==> src/rtl/cmc_pkg.sv <==
// Shared widths, register codes, types and divider step for the cursor motion cost block.
package cmc_pkg;

  localparam int CostFieldW = 12;
  localparam int CoordW     = 8;
  localparam int CostW      = (CostFieldW + CoordW + 2 > 15) ? CostFieldW + CoordW + 2 : 15;
  localparam int CostOutW   = 22;

  localparam int TargetW  = 8;
  localparam int FromW    = 9;
  localparam int CapW     = 8;
  localparam int VertW    = 48;
  localparam int HorzW    = 60;
  localparam int TabW     = 8;
  localparam int ColsW    = 8;
  localparam int CfgIdxW  = 3;
  localparam int CfgDataW = 60;

  localparam int UnreachCost = 10000;
  localparam int NearDist    = 10;
  localparam int TabReset    = 8;
  localparam int ColsReset   = 80;

  localparam int DivSteps  = 2;
  localparam int DivStages = (CoordW + DivSteps - 1) / DivSteps;
  localparam int DivW      = DivStages * DivSteps;
  localparam int Latency   = 7 + DivStages;

  typedef logic [CfgIdxW-1:0]    cfg_idx_t;
  typedef logic [CoordW-1:0]     coord_t;
  typedef logic [CoordW:0]       ntab_t;
  typedef logic [CostFieldW-1:0] cost_t;
  typedef logic [CostW-1:0]      acc_t;
  typedef logic [CostOutW-1:0]   cost_out_t;
  typedef logic [HorzW-1:0]      horz_t;
  typedef logic [DivW-1:0]       div_work_t;

  // Configuration register indexes
  localparam cfg_idx_t RegCapFlags   = cfg_idx_t'(0);
  localparam cfg_idx_t RegVertCosts  = cfg_idx_t'(1);
  localparam cfg_idx_t RegHorzCosts  = cfg_idx_t'(2);
  localparam cfg_idx_t RegTabWidth   = cfg_idx_t'(3);
  localparam cfg_idx_t RegScreenCols = cfg_idx_t'(4);

  // Capability bits
  localparam int CapLf        = 0;
  localparam int CapMultiDown = 1;
  localparam int CapUp        = 2;
  localparam int CapMultiUp   = 3;
  localparam int CapTab       = 4;
  localparam int CapBacktab   = 5;
  localparam int CapBackspace = 6;
  localparam int CapMultiLeft = 7;

  // Packed cost slots
  localparam int VcLf         = 0;
  localparam int VcMultiDown  = 1;
  localparam int VcUp         = 2;
  localparam int VcMultiUp    = 3;
  localparam int HcMultiRight = 0;
  localparam int HcMultiLeft  = 1;
  localparam int HcBackspace  = 2;
  localparam int HcTab        = 3;
  localparam int HcBacktab    = 4;

  typedef struct packed {
    logic [CapW-1:0] caps;
    cost_t           c_lf;
    cost_t           c_mdown;
    cost_t           c_up;
    cost_t           c_mup;
    cost_t           c_right;
    cost_t           c_left;
    cost_t           c_bs;
    cost_t           c_tab;
    cost_t           c_btab;
    coord_t          tw;
    coord_t          cols;
  } cfg_t;

  typedef struct packed {
    coord_t x;
    coord_t y;
    coord_t ox;
    coord_t oy;
    logic   unknown;
  } query_t;

  typedef struct packed {
    acc_t cost;
    logic unr;
  } vert_t;

  typedef struct packed {
    query_t q;
    vert_t  v;
  } ctx_t;

  typedef struct packed {
    logic  unknown;
    vert_t v;
    acc_t  hcost;
    logic  hunr;
  } fin_t;

  typedef struct packed {
    coord_t    rem;
    div_work_t work;
  } div_t;

  function automatic cost_t cost_field(horz_t costs, int idx);
    return cost_t'(costs >> (idx * CostFieldW));
  endfunction

  function automatic logic is_unknown(logic [FromW-1:0] v);
    logic [FromW+CoordW-1:0] w;
    w = {{CoordW{1'b0}}, v};
    return w[CoordW];
  endfunction

  // One restoring division step: bring in the next dividend bit, subtract if it fits.
  function automatic div_t div_step(coord_t rem, div_work_t work, coord_t d);
    logic [CoordW:0] trial;
    div_t            r;
    trial  = {rem, work[DivW-1]};
    r.work = {work[DivW-2:0], 1'b0};
    if (trial >= {1'b0, d}) begin
      trial     = trial - {1'b0, d};
      r.work[0] = 1'b1;
    end
    r.rem = trial[CoordW-1:0];
    return r;
  endfunction

endpackage

==> src/rtl/cmc_vertical.sv <==
// Vertical motion cost: two stages, distance and product, then route selection.
module cmc_vertical (
  input  logic            clk_i,
  input  logic            rst_ni,
  input  cmc_pkg::cfg_t   cfg_i,
  input  logic            valid_i,
  input  cmc_pkg::query_t query_i,
  output logic            valid_o,
  output cmc_pkg::ctx_t   ctx_o
);

  logic              a_valid_q;
  cmc_pkg::query_t   a_query_q;
  logic              a_down_q, a_up_q, a_near_q;
  cmc_pkg::acc_t     a_mult_q;

  logic              down, up, near;
  cmc_pkg::coord_t   dv;
  cmc_pkg::cost_t    unit_cost;
  cmc_pkg::acc_t     mult;

  logic              b_valid_q;
  cmc_pkg::ctx_t     b_ctx_q;
  cmc_pkg::vert_t    vres;
  cmc_pkg::acc_t     cdo, cmup;

  always_comb begin
    down      = query_i.y > query_i.oy;
    up        = query_i.y < query_i.oy;
    dv        = down ? query_i.y - query_i.oy : query_i.oy - query_i.y;
    unit_cost = down ? cfg_i.c_lf : cfg_i.c_up;
    mult      = cmc_pkg::acc_t'(dv) * cmc_pkg::acc_t'(unit_cost);
    near      = dv < cmc_pkg::coord_t'(cmc_pkg::NearDist);
  end

  always_ff @(posedge clk_i or negedge rst_ni) begin
    if (!rst_ni) begin
      a_valid_q <= 1'b0;
      b_valid_q <= 1'b0;
    end else begin
      a_valid_q <= valid_i;
      b_valid_q <= a_valid_q;
    end
  end

  always_ff @(posedge clk_i) begin
    if (valid_i) begin
      a_query_q <= query_i;
      a_down_q  <= down;
      a_up_q    <= up;
      a_near_q  <= near;
      a_mult_q  <= mult;
    end
  end

  always_comb begin
    cdo       = cmc_pkg::acc_t'(cfg_i.c_mdown);
    cmup      = cmc_pkg::acc_t'(cfg_i.c_mup);
    vres.cost = '0;
    vres.unr  = 1'b0;
    if (a_down_q) begin
      if (cfg_i.caps[cmc_pkg::CapLf]) begin
        if (a_near_q && cdo < a_mult_q)             vres.cost = cdo;
        else if (!a_near_q && cdo + 1'b1 < a_mult_q) vres.cost = cdo + 1'b1;
        else                                         vres.cost = a_mult_q;
      end else if (cfg_i.caps[cmc_pkg::CapMultiDown]) begin
        vres.cost = a_near_q ? cdo : cdo + 1'b1;
      end else begin
        vres.unr = 1'b1;
      end
    end else if (a_up_q) begin
      if (cfg_i.caps[cmc_pkg::CapUp]) begin
        // far multi-up pays one extra character, but the compare skips it
        if (a_near_q && cmup < a_mult_q)       vres.cost = cmup;
        else if (!a_near_q && cmup < a_mult_q) vres.cost = cmup + 1'b1;
        else                                   vres.cost = a_mult_q;
      end else if (cfg_i.caps[cmc_pkg::CapMultiUp]) begin
        vres.cost = a_near_q ? cmup : cmup + 1'b1;
      end else begin
        vres.unr = 1'b1;
      end
    end
  end

  always_ff @(posedge clk_i) begin
    if (a_valid_q) begin
      b_ctx_q.q <= a_query_q;
      b_ctx_q.v <= vres;
    end
  end

  assign valid_o = b_valid_q;
  assign ctx_o   = b_ctx_q;

endmodule

==> src/rtl/cmc_divider.sv <==
// Pipelined two-lane divider: target and start columns over the tab width.
module cmc_divider (
  input  logic            clk_i,
  input  logic            rst_ni,
  input  cmc_pkg::coord_t divisor_i,
  input  logic            valid_i,
  input  cmc_pkg::ctx_t   ctx_i,
  output logic            valid_o,
  output cmc_pkg::ctx_t   ctx_o,
  output cmc_pkg::coord_t qx_o,
  output cmc_pkg::coord_t rx_o,
  output cmc_pkg::coord_t qo_o
);

  localparam int N = cmc_pkg::DivStages;

  logic [N-1:0]          valid_q;
  cmc_pkg::ctx_t         ctx_q   [N];
  cmc_pkg::coord_t       rem_q   [N][2];
  cmc_pkg::div_work_t    work_q  [N][2];

  // link[s] feeds stage s; link[N] is the pipeline output
  logic [N:0]            v_link;
  cmc_pkg::ctx_t         c_link  [N+1];
  cmc_pkg::coord_t       r_link  [N+1][2];
  cmc_pkg::div_work_t    w_link  [N+1][2];
  cmc_pkg::div_t         nxt     [N][2];

  always_comb begin
    v_link[0]    = valid_i;
    c_link[0]    = ctx_i;
    r_link[0][0] = '0;
    r_link[0][1] = '0;
    w_link[0][0] = cmc_pkg::div_work_t'(ctx_i.q.x);
    w_link[0][1] = cmc_pkg::div_work_t'(ctx_i.q.ox);
    for (int s = 0; s < N; s++) begin
      v_link[s+1] = valid_q[s];
      c_link[s+1] = ctx_q[s];
      for (int l = 0; l < 2; l++) begin
        r_link[s+1][l] = rem_q[s][l];
        w_link[s+1][l] = work_q[s][l];
      end
    end
  end

  always_comb begin
    for (int s = 0; s < N; s++) begin
      for (int l = 0; l < 2; l++) begin
        nxt[s][l].rem  = r_link[s][l];
        nxt[s][l].work = w_link[s][l];
        for (int k = 0; k < cmc_pkg::DivSteps; k++) begin
          nxt[s][l] = cmc_pkg::div_step(nxt[s][l].rem, nxt[s][l].work, divisor_i);
        end
      end
    end
  end

  always_ff @(posedge clk_i or negedge rst_ni) begin
    if (!rst_ni) begin
      valid_q <= '0;
    end else begin
      valid_q <= v_link[N-1:0];
    end
  end

  always_ff @(posedge clk_i) begin
    for (int s = 0; s < N; s++) begin
      if (v_link[s]) begin
        ctx_q[s] <= c_link[s];
        for (int l = 0; l < 2; l++) begin
          rem_q[s][l]  <= nxt[s][l].rem;
          work_q[s][l] <= nxt[s][l].work;
        end
      end
    end
  end

  assign valid_o = v_link[N];
  assign ctx_o   = c_link[N];
  assign qx_o    = cmc_pkg::coord_t'(w_link[N][0]);
  assign rx_o    = r_link[N][0];
  assign qo_o    = cmc_pkg::coord_t'(w_link[N][1]);

endmodule

==> src/rtl/cmc_horizontal.sv <==
// Horizontal motion cost: tab products, undershoot and overshoot prices, route choice.
module cmc_horizontal (
  input  logic            clk_i,
  input  logic            rst_ni,
  input  cmc_pkg::cfg_t   cfg_i,
  input  logic            valid_i,
  input  cmc_pkg::ctx_t   ctx_i,
  input  cmc_pkg::coord_t qx_i,
  input  cmc_pkg::coord_t rx_i,
  input  cmc_pkg::coord_t qo_i,
  output logic            valid_o,
  output cmc_pkg::fin_t   fin_o
);

  logic            bs;

  // stage M
  logic            right, left, near, fwd_room, back_room, tab_en;
  cmc_pkg::coord_t dh, twr, x, ox;
  cmc_pkg::ntab_t  nf, nb, n;
  cmc_pkg::cost_t  ct;
  cmc_pkg::acc_t   p, qv, hm;

  logic            m_valid_q;
  cmc_pkg::ctx_t   m_ctx_q;
  logic            m_right_q, m_left_q, m_near_q, m_fwd_room_q, m_back_room_q, m_tab_en_q;
  cmc_pkg::coord_t m_dh_q, m_rx_q;
  cmc_pkg::acc_t   m_p_q, m_qv_q, m_hm_q;

  // stage E
  cmc_pkg::acc_t   under, over, unreach;

  logic            e_valid_q;
  cmc_pkg::ctx_t   e_ctx_q;
  logic            e_right_q, e_left_q, e_near_q, e_tab_en_q;
  cmc_pkg::coord_t e_dh_q;
  cmc_pkg::acc_t   e_hm_q, e_under_q, e_over_q;

  // stage F
  cmc_pkg::acc_t   cri, cle, dh_a;
  logic            take_under, take_over, uok, ook;
  cmc_pkg::fin_t   fin;

  logic            f_valid_q;
  cmc_pkg::fin_t   f_fin_q;

  assign bs      = cfg_i.caps[cmc_pkg::CapBackspace];
  assign unreach = cmc_pkg::acc_t'(cmc_pkg::UnreachCost);

  always_comb begin
    x     = ctx_i.q.x;
    ox    = ctx_i.q.ox;
    right = x > ox;
    left  = x < ox;
    dh    = right ? x - ox : ox - x;
    // tab stops passed: forward floor(x/tw)-floor(ox/tw), back floor(ox/tw)-ceil(x/tw)+1
    nf    = cmc_pkg::ntab_t'(qx_i - qo_i);
    nb    = cmc_pkg::ntab_t'(qo_i) - cmc_pkg::ntab_t'(qx_i) + cmc_pkg::ntab_t'(1)
            - cmc_pkg::ntab_t'(rx_i != '0);
    n     = right ? nf : nb;
    ct    = right ? cfg_i.c_tab : cfg_i.c_btab;
    p     = cmc_pkg::acc_t'(ct) * cmc_pkg::acc_t'(n);
    twr   = cfg_i.tw - rx_i;
    qv    = cmc_pkg::acc_t'(cfg_i.c_bs) * cmc_pkg::acc_t'(twr);
    hm    = cmc_pkg::acc_t'(dh) * cmc_pkg::acc_t'(cfg_i.c_bs);
    near  = dh < cmc_pkg::coord_t'(cmc_pkg::NearDist);
    fwd_room  = ({1'b0, x} + {1'b0, cfg_i.tw}) < {1'b0, cfg_i.cols};
    back_room = x >= cfg_i.tw;
    tab_en    = (right && cfg_i.caps[cmc_pkg::CapTab])
             || (left && cfg_i.caps[cmc_pkg::CapBacktab]);
  end

  always_comb begin
    if (m_right_q) begin
      under = cmc_pkg::acc_t'(m_rx_q) + m_p_q;
      over  = (m_fwd_room_q && bs) ? m_qv_q + m_p_q + cmc_pkg::acc_t'(cfg_i.c_tab) : unreach;
    end else begin
      under = bs ? m_p_q + m_qv_q : unreach;
      over  = m_back_room_q ? m_p_q + cmc_pkg::acc_t'(cfg_i.c_btab) + cmc_pkg::acc_t'(m_rx_q)
                            : unreach;
    end
  end

  always_comb begin
    cri  = cmc_pkg::acc_t'(cfg_i.c_right);
    cle  = cmc_pkg::acc_t'(cfg_i.c_left);
    dh_a = cmc_pkg::acc_t'(e_dh_q);
    uok  = !bs || (e_under_q < e_hm_q);
    ook  = !bs || (e_over_q < e_hm_q);
    // the near-distance checks on the tab routes are implied by the far ones
    if (e_right_q) begin
      take_under = e_under_q <= cri && e_under_q < dh_a && e_over_q > e_under_q;
      take_over  = e_over_q <= cri && e_over_q < dh_a;
    end else begin
      // back-tab overshoot is priced against multi-right on purpose
      take_under = e_under_q <= cle && uok && e_over_q > e_under_q;
      take_over  = e_over_q <= cri && ook;
    end

    fin.unknown = e_ctx_q.q.unknown;
    fin.v       = e_ctx_q.v;
    fin.hcost   = '0;
    fin.hunr    = 1'b0;
    if (e_tab_en_q && take_under) begin
      fin.hcost = e_under_q;
    end else if (e_tab_en_q && take_over) begin
      fin.hcost = e_over_q;
    end else if (e_left_q) begin
      if (bs) begin
        if (cle < e_hm_q && e_near_q)  fin.hcost = cle;
        else if (cle + 1'b1 < e_hm_q)  fin.hcost = cle + 1'b1;
        else                           fin.hcost = e_hm_q;
      end else if (cfg_i.caps[cmc_pkg::CapMultiLeft]) begin
        fin.hcost = cle;
      end else begin
        fin.hunr = 1'b1;
      end
    end else if (e_right_q) begin
      if (cri < dh_a && e_near_q)    fin.hcost = cri;
      else if (cri + 1'b1 < dh_a)    fin.hcost = cri + 1'b1;
      else                           fin.hcost = dh_a;
    end
  end

  always_ff @(posedge clk_i or negedge rst_ni) begin
    if (!rst_ni) begin
      m_valid_q <= 1'b0;
      e_valid_q <= 1'b0;
      f_valid_q <= 1'b0;
    end else begin
      m_valid_q <= valid_i;
      e_valid_q <= m_valid_q;
      f_valid_q <= e_valid_q;
    end
  end

  always_ff @(posedge clk_i) begin
    if (valid_i) begin
      m_ctx_q       <= ctx_i;
      m_right_q     <= right;
      m_left_q      <= left;
      m_near_q      <= near;
      m_fwd_room_q  <= fwd_room;
      m_back_room_q <= back_room;
      m_tab_en_q    <= tab_en;
      m_dh_q        <= dh;
      m_rx_q        <= rx_i;
      m_p_q         <= p;
      m_qv_q        <= qv;
      m_hm_q        <= hm;
    end
    if (m_valid_q) begin
      e_ctx_q    <= m_ctx_q;
      e_right_q  <= m_right_q;
      e_left_q   <= m_left_q;
      e_near_q   <= m_near_q;
      e_tab_en_q <= m_tab_en_q;
      e_dh_q     <= m_dh_q;
      e_hm_q     <= m_hm_q;
      e_under_q  <= under;
      e_over_q   <= over;
    end
    if (e_valid_q) begin
      f_fin_q <= fin;
    end
  end

  assign valid_o = f_valid_q;
  assign fin_o   = f_fin_q;

endmodule

==> src/rtl/cursor_motion_cost.sv <==
// Top level of the relative cursor motion cost estimator.
//
// Query channel: a transaction is taken at each rising edge with start high;
// busy is always low, so a new query may follow in every cycle. The block
// keeps no state between queries.
// Result channel: done_o is driven by the output register and stays high for
// exactly one cycle with cost_o and unreachable_o. Results leave in query
// order, one per cycle at most. The receiver cannot stall.
// Pipeline: input register, two vertical stages, four divider stages (two
// quotient bits each, tab width divides target and start column in parallel),
// three horizontal stages and the output register.
// Configuration channel: cfg_ready_o is always high; a transaction writes
// register cfg_index_i, indexes beyond the list are dropped. Write only while
// no query is in flight.
// Reset: clears all pipeline valid bits and returns the registers to their
// defaults (no capabilities, zero costs, tab width 8, 80 columns).
module cursor_motion_cost (
  input  logic                                clk_i,
  input  logic                                rst_ni,
  input  logic                                start,
  output logic                                busy,
  input  logic [cmc_pkg::TargetW-1:0]         target_col_i,
  input  logic [cmc_pkg::TargetW-1:0]         target_row_i,
  input  logic signed [cmc_pkg::FromW-1:0]    from_col_i,
  input  logic signed [cmc_pkg::FromW-1:0]    from_row_i,
  output logic                                done_o,
  output logic [cmc_pkg::CostOutW-1:0]        cost_o,
  output logic                                unreachable_o,
  input  logic                                cfg_valid_i,
  output logic                                cfg_ready_o,
  input  logic [cmc_pkg::CfgIdxW-1:0]         cfg_index_i,
  input  logic [cmc_pkg::CfgDataW-1:0]        cfg_data_i
);

  logic [cmc_pkg::CapW-1:0]  cap_q;
  logic [cmc_pkg::VertW-1:0] vert_q;
  cmc_pkg::horz_t            horz_q;
  logic [cmc_pkg::TabW-1:0]  tab_q;
  logic [cmc_pkg::ColsW-1:0] cols_q;
  cmc_pkg::cfg_t             cfg;
  cmc_pkg::coord_t           tw_raw;

  logic                      accept;
  logic                      in_valid_q;
  cmc_pkg::query_t           in_query_q;

  logic                      vert_valid;
  cmc_pkg::ctx_t             vert_ctx;
  logic                      div_valid;
  cmc_pkg::ctx_t             div_ctx;
  cmc_pkg::coord_t           qx, rx, qo;
  logic                      hor_valid;
  cmc_pkg::fin_t             hor_fin;

  logic                      unr;
  logic                      out_valid_q;
  cmc_pkg::cost_out_t        out_cost_q;
  logic                      out_unr_q;

  assign busy        = 1'b0;
  assign cfg_ready_o = 1'b1;
  assign accept      = start && !busy;

  always_ff @(posedge clk_i or negedge rst_ni) begin
    if (!rst_ni) begin
      cap_q  <= '0;
      vert_q <= '0;
      horz_q <= '0;
      tab_q  <= cmc_pkg::TabW'(cmc_pkg::TabReset);
      cols_q <= cmc_pkg::ColsW'(cmc_pkg::ColsReset);
    end else if (cfg_valid_i && cfg_ready_o) begin
      unique case (cfg_index_i)
        cmc_pkg::RegCapFlags:   cap_q  <= cfg_data_i[cmc_pkg::CapW-1:0];
        cmc_pkg::RegVertCosts:  vert_q <= cfg_data_i[cmc_pkg::VertW-1:0];
        cmc_pkg::RegHorzCosts:  horz_q <= cfg_data_i[cmc_pkg::HorzW-1:0];
        cmc_pkg::RegTabWidth:   tab_q  <= cfg_data_i[cmc_pkg::TabW-1:0];
        cmc_pkg::RegScreenCols: cols_q <= cfg_data_i[cmc_pkg::ColsW-1:0];
        default: ;
      endcase
    end
  end

  always_comb begin
    tw_raw      = cmc_pkg::coord_t'(tab_q);
    cfg.caps    = cap_q;
    cfg.c_lf    = cmc_pkg::cost_field(cmc_pkg::horz_t'(vert_q), cmc_pkg::VcLf);
    cfg.c_mdown = cmc_pkg::cost_field(cmc_pkg::horz_t'(vert_q), cmc_pkg::VcMultiDown);
    cfg.c_up    = cmc_pkg::cost_field(cmc_pkg::horz_t'(vert_q), cmc_pkg::VcUp);
    cfg.c_mup   = cmc_pkg::cost_field(cmc_pkg::horz_t'(vert_q), cmc_pkg::VcMultiUp);
    cfg.c_right = cmc_pkg::cost_field(horz_q, cmc_pkg::HcMultiRight);
    cfg.c_left  = cmc_pkg::cost_field(horz_q, cmc_pkg::HcMultiLeft);
    cfg.c_bs    = cmc_pkg::cost_field(horz_q, cmc_pkg::HcBackspace);
    cfg.c_tab   = cmc_pkg::cost_field(horz_q, cmc_pkg::HcTab);
    cfg.c_btab  = cmc_pkg::cost_field(horz_q, cmc_pkg::HcBacktab);
    // zero tab width acts as one
    cfg.tw      = (tw_raw == '0) ? cmc_pkg::coord_t'(1) : tw_raw;
    cfg.cols    = cmc_pkg::coord_t'(cols_q);
  end

  always_ff @(posedge clk_i or negedge rst_ni) begin
    if (!rst_ni) begin
      in_valid_q  <= 1'b0;
      out_valid_q <= 1'b0;
    end else begin
      in_valid_q  <= accept;
      out_valid_q <= hor_valid;
    end
  end

  always_ff @(posedge clk_i) begin
    if (accept) begin
      in_query_q.x       <= cmc_pkg::coord_t'(target_col_i);
      in_query_q.y       <= cmc_pkg::coord_t'(target_row_i);
      in_query_q.ox      <= cmc_pkg::coord_t'($unsigned(from_col_i));
      in_query_q.oy      <= cmc_pkg::coord_t'($unsigned(from_row_i));
      in_query_q.unknown <= cmc_pkg::is_unknown(from_col_i) || cmc_pkg::is_unknown(from_row_i);
    end
  end

  cmc_vertical u_vertical (
    .clk_i   (clk_i),
    .rst_ni  (rst_ni),
    .cfg_i   (cfg),
    .valid_i (in_valid_q),
    .query_i (in_query_q),
    .valid_o (vert_valid),
    .ctx_o   (vert_ctx)
  );

  cmc_divider u_divider (
    .clk_i     (clk_i),
    .rst_ni    (rst_ni),
    .divisor_i (cfg.tw),
    .valid_i   (vert_valid),
    .ctx_i     (vert_ctx),
    .valid_o   (div_valid),
    .ctx_o     (div_ctx),
    .qx_o      (qx),
    .rx_o      (rx),
    .qo_o      (qo)
  );

  cmc_horizontal u_horizontal (
    .clk_i   (clk_i),
    .rst_ni  (rst_ni),
    .cfg_i   (cfg),
    .valid_i (div_valid),
    .ctx_i   (div_ctx),
    .qx_i    (qx),
    .rx_i    (rx),
    .qo_i    (qo),
    .valid_o (hor_valid),
    .fin_o   (hor_fin)
  );

  assign unr = hor_fin.unknown || hor_fin.v.unr || hor_fin.hunr;

  always_ff @(posedge clk_i) begin
    if (hor_valid) begin
      out_unr_q  <= unr;
      out_cost_q <= unr ? cmc_pkg::cost_out_t'(cmc_pkg::UnreachCost)
                        : cmc_pkg::cost_out_t'(hor_fin.v.cost + hor_fin.hcost);
    end
  end

  assign done_o        = out_valid_q;
  assign cost_o        = out_cost_q;
  assign unreachable_o = out_unr_q;

endmodule

==> config.mk <==
export PLATFORM = sky130hd
export DESIGN_NAME = cursor_motion_cost
export DESIGN_NICKNAME = d
export VERILOG_FILES = /design/src/rtl/cmc_pkg.sv /design/src/rtl/cmc_vertical.sv /design/src/rtl/cmc_divider.sv /design/src/rtl/cmc_horizontal.sv /design/src/rtl/cursor_motion_cost.sv
export SDC_FILE = /design/constraint.sdc
export NUM_CORES = 2
export LEC_CHECK = 0
export BUFFER_PORTS_ARGS = -buffer_cell sky130_fd_sc_hd__buf_2
export CORE_UTILIZATION = 62
export DETAILED_ROUTE_END_ITERATION = 10
export PLACE_DENSITY = 0.81
export SLEW_MARGIN = 20
export SYNTH_ARGS = -nofsm -noshare
export SYNTH_HDL_FRONTEND = slang
export SYNTH_SLANG_ARGS = --single-unit
==> constraint.sdc <==
create_clock -name clk_i -period 9 [get_ports clk_i]
set_input_delay 0.9 -clock clk_i [delete_from_list [all_inputs] [get_ports clk_i]]
set_output_delay 0.9 -clock clk_i [all_outputs]
set_load 0.1 [all_outputs]
==> summary.md <==
| Metric | Value |
|---|---|
| Pins Over Slew Limit | `0` |
| Clock Tree Root | `clkbuf_16` |
| Die width | `between 300 and 400 um` |
| Post-synth EDFFs | `630` |
| FP Rows | `110` |
| Final WL | `between 100000 and 150000 um` |
| Number of setup violations in the final report | `0` |
| Core ar. | `approximately 90000 um2` |
| Vert. Die Dim | `303 um` |
| Final nets | `between 6000 and 7000` |
| Reg clk slew, reported paths | `about 60 ps` |
| Achievable clock frequency | `0.118 GHz` |
| H-Tree Level Count | `3` |
| Largest area contributor in the netlist | `edfxtp_1` |
| Drt pass-1 iters | `9` |
| Vias in the first global route | `between 30000 and 40000` |
| Vias | `39713` |
| WP data arrival | `between 8000 and 9000 ps` |
| Ratio of cells with drive above 1 in the final layout | `a little over a tenth` |
| Area delta synth->final | `8.84%` |
| Top cells by instance count after synthesis | `638 x inv_1, 630 x edfxtp_1, 625 x ha_1` |
| Initial antenna violation count | `8` |
| Violated checks | `design-rule violations` |
| Global-route wire length before repair | `approximately 220000 um` |
| Initial Utilization | `between 60% and 70%` |
| Final ANT Viol Nets | `0` |
| Rel. slew slack | `between 20% and 30%` |
| Clock buffer depth | `3` |
| Shortest period the worst path allows | `8450 ps` |
| Most common cell in the netlist | `inv_1` |
| Die Area | `a little over 90000 um2` |
| Slowest stage delay, CP | `~540 ps` |
| Top-area cell type share of the netlist area | `33.7%` |
| Via density | `a little over 6` |
| Synthesis Warnings | `0` |
| Clk sink count | `a little under 800` |
| MaxCap Viol Count | `0` |
| Post-synth ARST share | `a little under a fifth` |
| Final GP Congestion | `roughly 0.99` |
| Cts bufs inserted | `between 80 and 90` |
| Setup TNS | `0 ps` |
| # DRC | `2` |
| Sequential share of the synthesized area | `between 40% and 50%` |
| Synth Flop Type | `edfxtp_1` |
| Insertion delay to the later sink of the worst-skew pair | `approximately 670 ps` |
| CP required | `about 9500 ps` |
| Distinct cells, synth | `86` |
| Worst Tran Pin Value | `roughly 1100 ps` |
| CTS tree | `built` |
| Synthesized instance count | `between 5000 and 6000` |
| Worst path slowest cell | `fa_1` |
| Clock skew | `35.4 ps` |
| Synth top area cells | `edfxtp_1 34%, ha_1 14%, fa_1 10%` |
| Synthesized flop and latch total | `about 770` |
| Netlist Area Pre-Place | `56200 um2` |
| Status | `finished with violations` |
| I/O Buffers | `124` |
| Worst Hold Class | `in -> async` |
| Drt initial violations | `approximately 3800` |
| WL per Instance | `roughly 21 um` |
| Most common cell on crit path | `fa_1` |
| CTS Hold Bufs | `0` |
| Startpoint types | `flip-flop` |
| Post-CTS Resized | `0` |
| Worst setup EP type | `flip-flop` |
| GRT Resource Usage Total | `between 30% and 40%` |
| Grt ovf | `0` |
| Detailed placer's ending HPWL | `between 100000 and 150000 um` |
| CP Class | `reg -> reg` |
| Final period util | `between 90% and 100%` |
| Largest net degree at the start of global routing | `84` |
| RSZ-0062 raised after global routing | `no` |
| Crit path max fanout | `14` |
| Final hold violations | `0` |
| Mean Syn Cell Area | `about 11 um2` |
| Postcts setup bufs | `0` |
| IO Count | `approximately 130` |
==> critical path: cells and delay by family, from the launching register on <==
kind                     cells  cell delay, ps
AO/OA/AOI/OAI               11            2580
XOR/XNOR                     1             320
adder cells (fa/ha/maj)      7            3000
buffers and inverters        3             230
flip-flops                   1             420
multiplexers                 1             370
AND/OR/NAND/NOR              5            1320
==> cell type report <==
class / instances / area, um2
clock buffers: 117 / 2300
clock inverters: 35 / 470
fillers: 6491 / 28700
well taps: 1176 / 1470
repair buffers: 183 / 1070
inverters: 639 / 2400
multi-input cells: 3652 / 30900
diodes: 5 / 12.5
flip-flops and latches: 773 / 22500
==> metrics by stage <==
step           setup slack (ps)  std cells  hold WS [ps]  area (um2)  util [%]
2_1_floorplan              1570       5186           400       56300         -
3_3_place_gp                729       6423           400       58400      65.0
3_5_place_dp                508       6423           405       58400      65.0
4_1_cts                     425       6575           286       61200      68.1
5_1_grt                     164       6575           337       61200      68.1
6_report                    553       6580           222       61200      68.1
==> cells in the final DEF (no fill, tap or decap), types with 78 or more instances in the layout <==
master and n:
xnor2_1 178, buf_2 123, dfrtp_1 131, nand3_1 78
nand2_1 399, nor2b_1 83, nand2b_1 79, a21o_1 99
fa_1 287, o21ai_0 218, and2_1 110, ha_1 625
inv_1 638, a21oi_1 210, mux2_2 182, nor2_1 319
edfxtp_1 630, clkbuf_16 83, xor2_1 91
==> routing by layer <==
layer,share of wire (%),GRT usage [%]
met5,0.030,0
met4,3.9,12.0
met3,8.4,5.46
met2,47,49.5
met1,41,40.7
==> final timing paths <==
check                                    startpoint                      end  slack (ps)  cells past startpoint
max reg2reg                  u_divider.ctx_q[3][48]  u_horizontal.m_hm_q[17]         550                     28
min in group clk_i         u_horizontal.e_ctx_q[10]   u_horizontal.fin_o[33]         400                      0
max in group asynchronous                    rst_ni     u_divider.valid_q[0]        7200                      2
max                          u_divider.ctx_q[3][48]  u_horizontal.m_hm_q[17]         550                     28
min                                          rst_ni                   done_o         220                      1
min reg2reg                u_horizontal.e_ctx_q[10]   u_horizontal.fin_o[33]         400                      0
==> kinds of logic after synthesis <==
kind of cell / after synthesis / share of synthesized area, %
AOI/OAI and AO/OA: 863 / 10.0
xor gates and xnor gates: 270 / 4.21
adders and majority gates: 912 / 24.1
buffers and inverters: 761 / 5.12
DFF: 773 / 40.0
muxes: 259 / 5.02
other: 2 / 0.0134
and+or+nand+nor: 1330 / 11.5
==> flip-flops by register name, summed over array words and instances, names as in the netlist, 17 cells and up <==
name	cells
u_vertical.ctx_o	38
u_horizontal.m_ctx_q	22
u_vertical.a_query_q	17
u_horizontal.e_under_q	22
u_horizontal.m_hm_q	20
u_horizontal.e_hm_q	20
u_divider.ctx_q	131
in_query_q	33
horz_q	60
vert_q	48
u_horizontal.e_ctx_q	22
u_horizontal.fin_o	45
u_horizontal.e_over_q	22
u_horizontal.m_qv_q	20
u_divider.rem_q	56
cost_o	22
u_divider.work_q	61
u_horizontal.m_p_q	21
u_vertical.a_mult_q	20
Power is left out: the tool's default activity adds up to more than one toggle a clock period on the data nets, which glitch-free logic cannot reach.
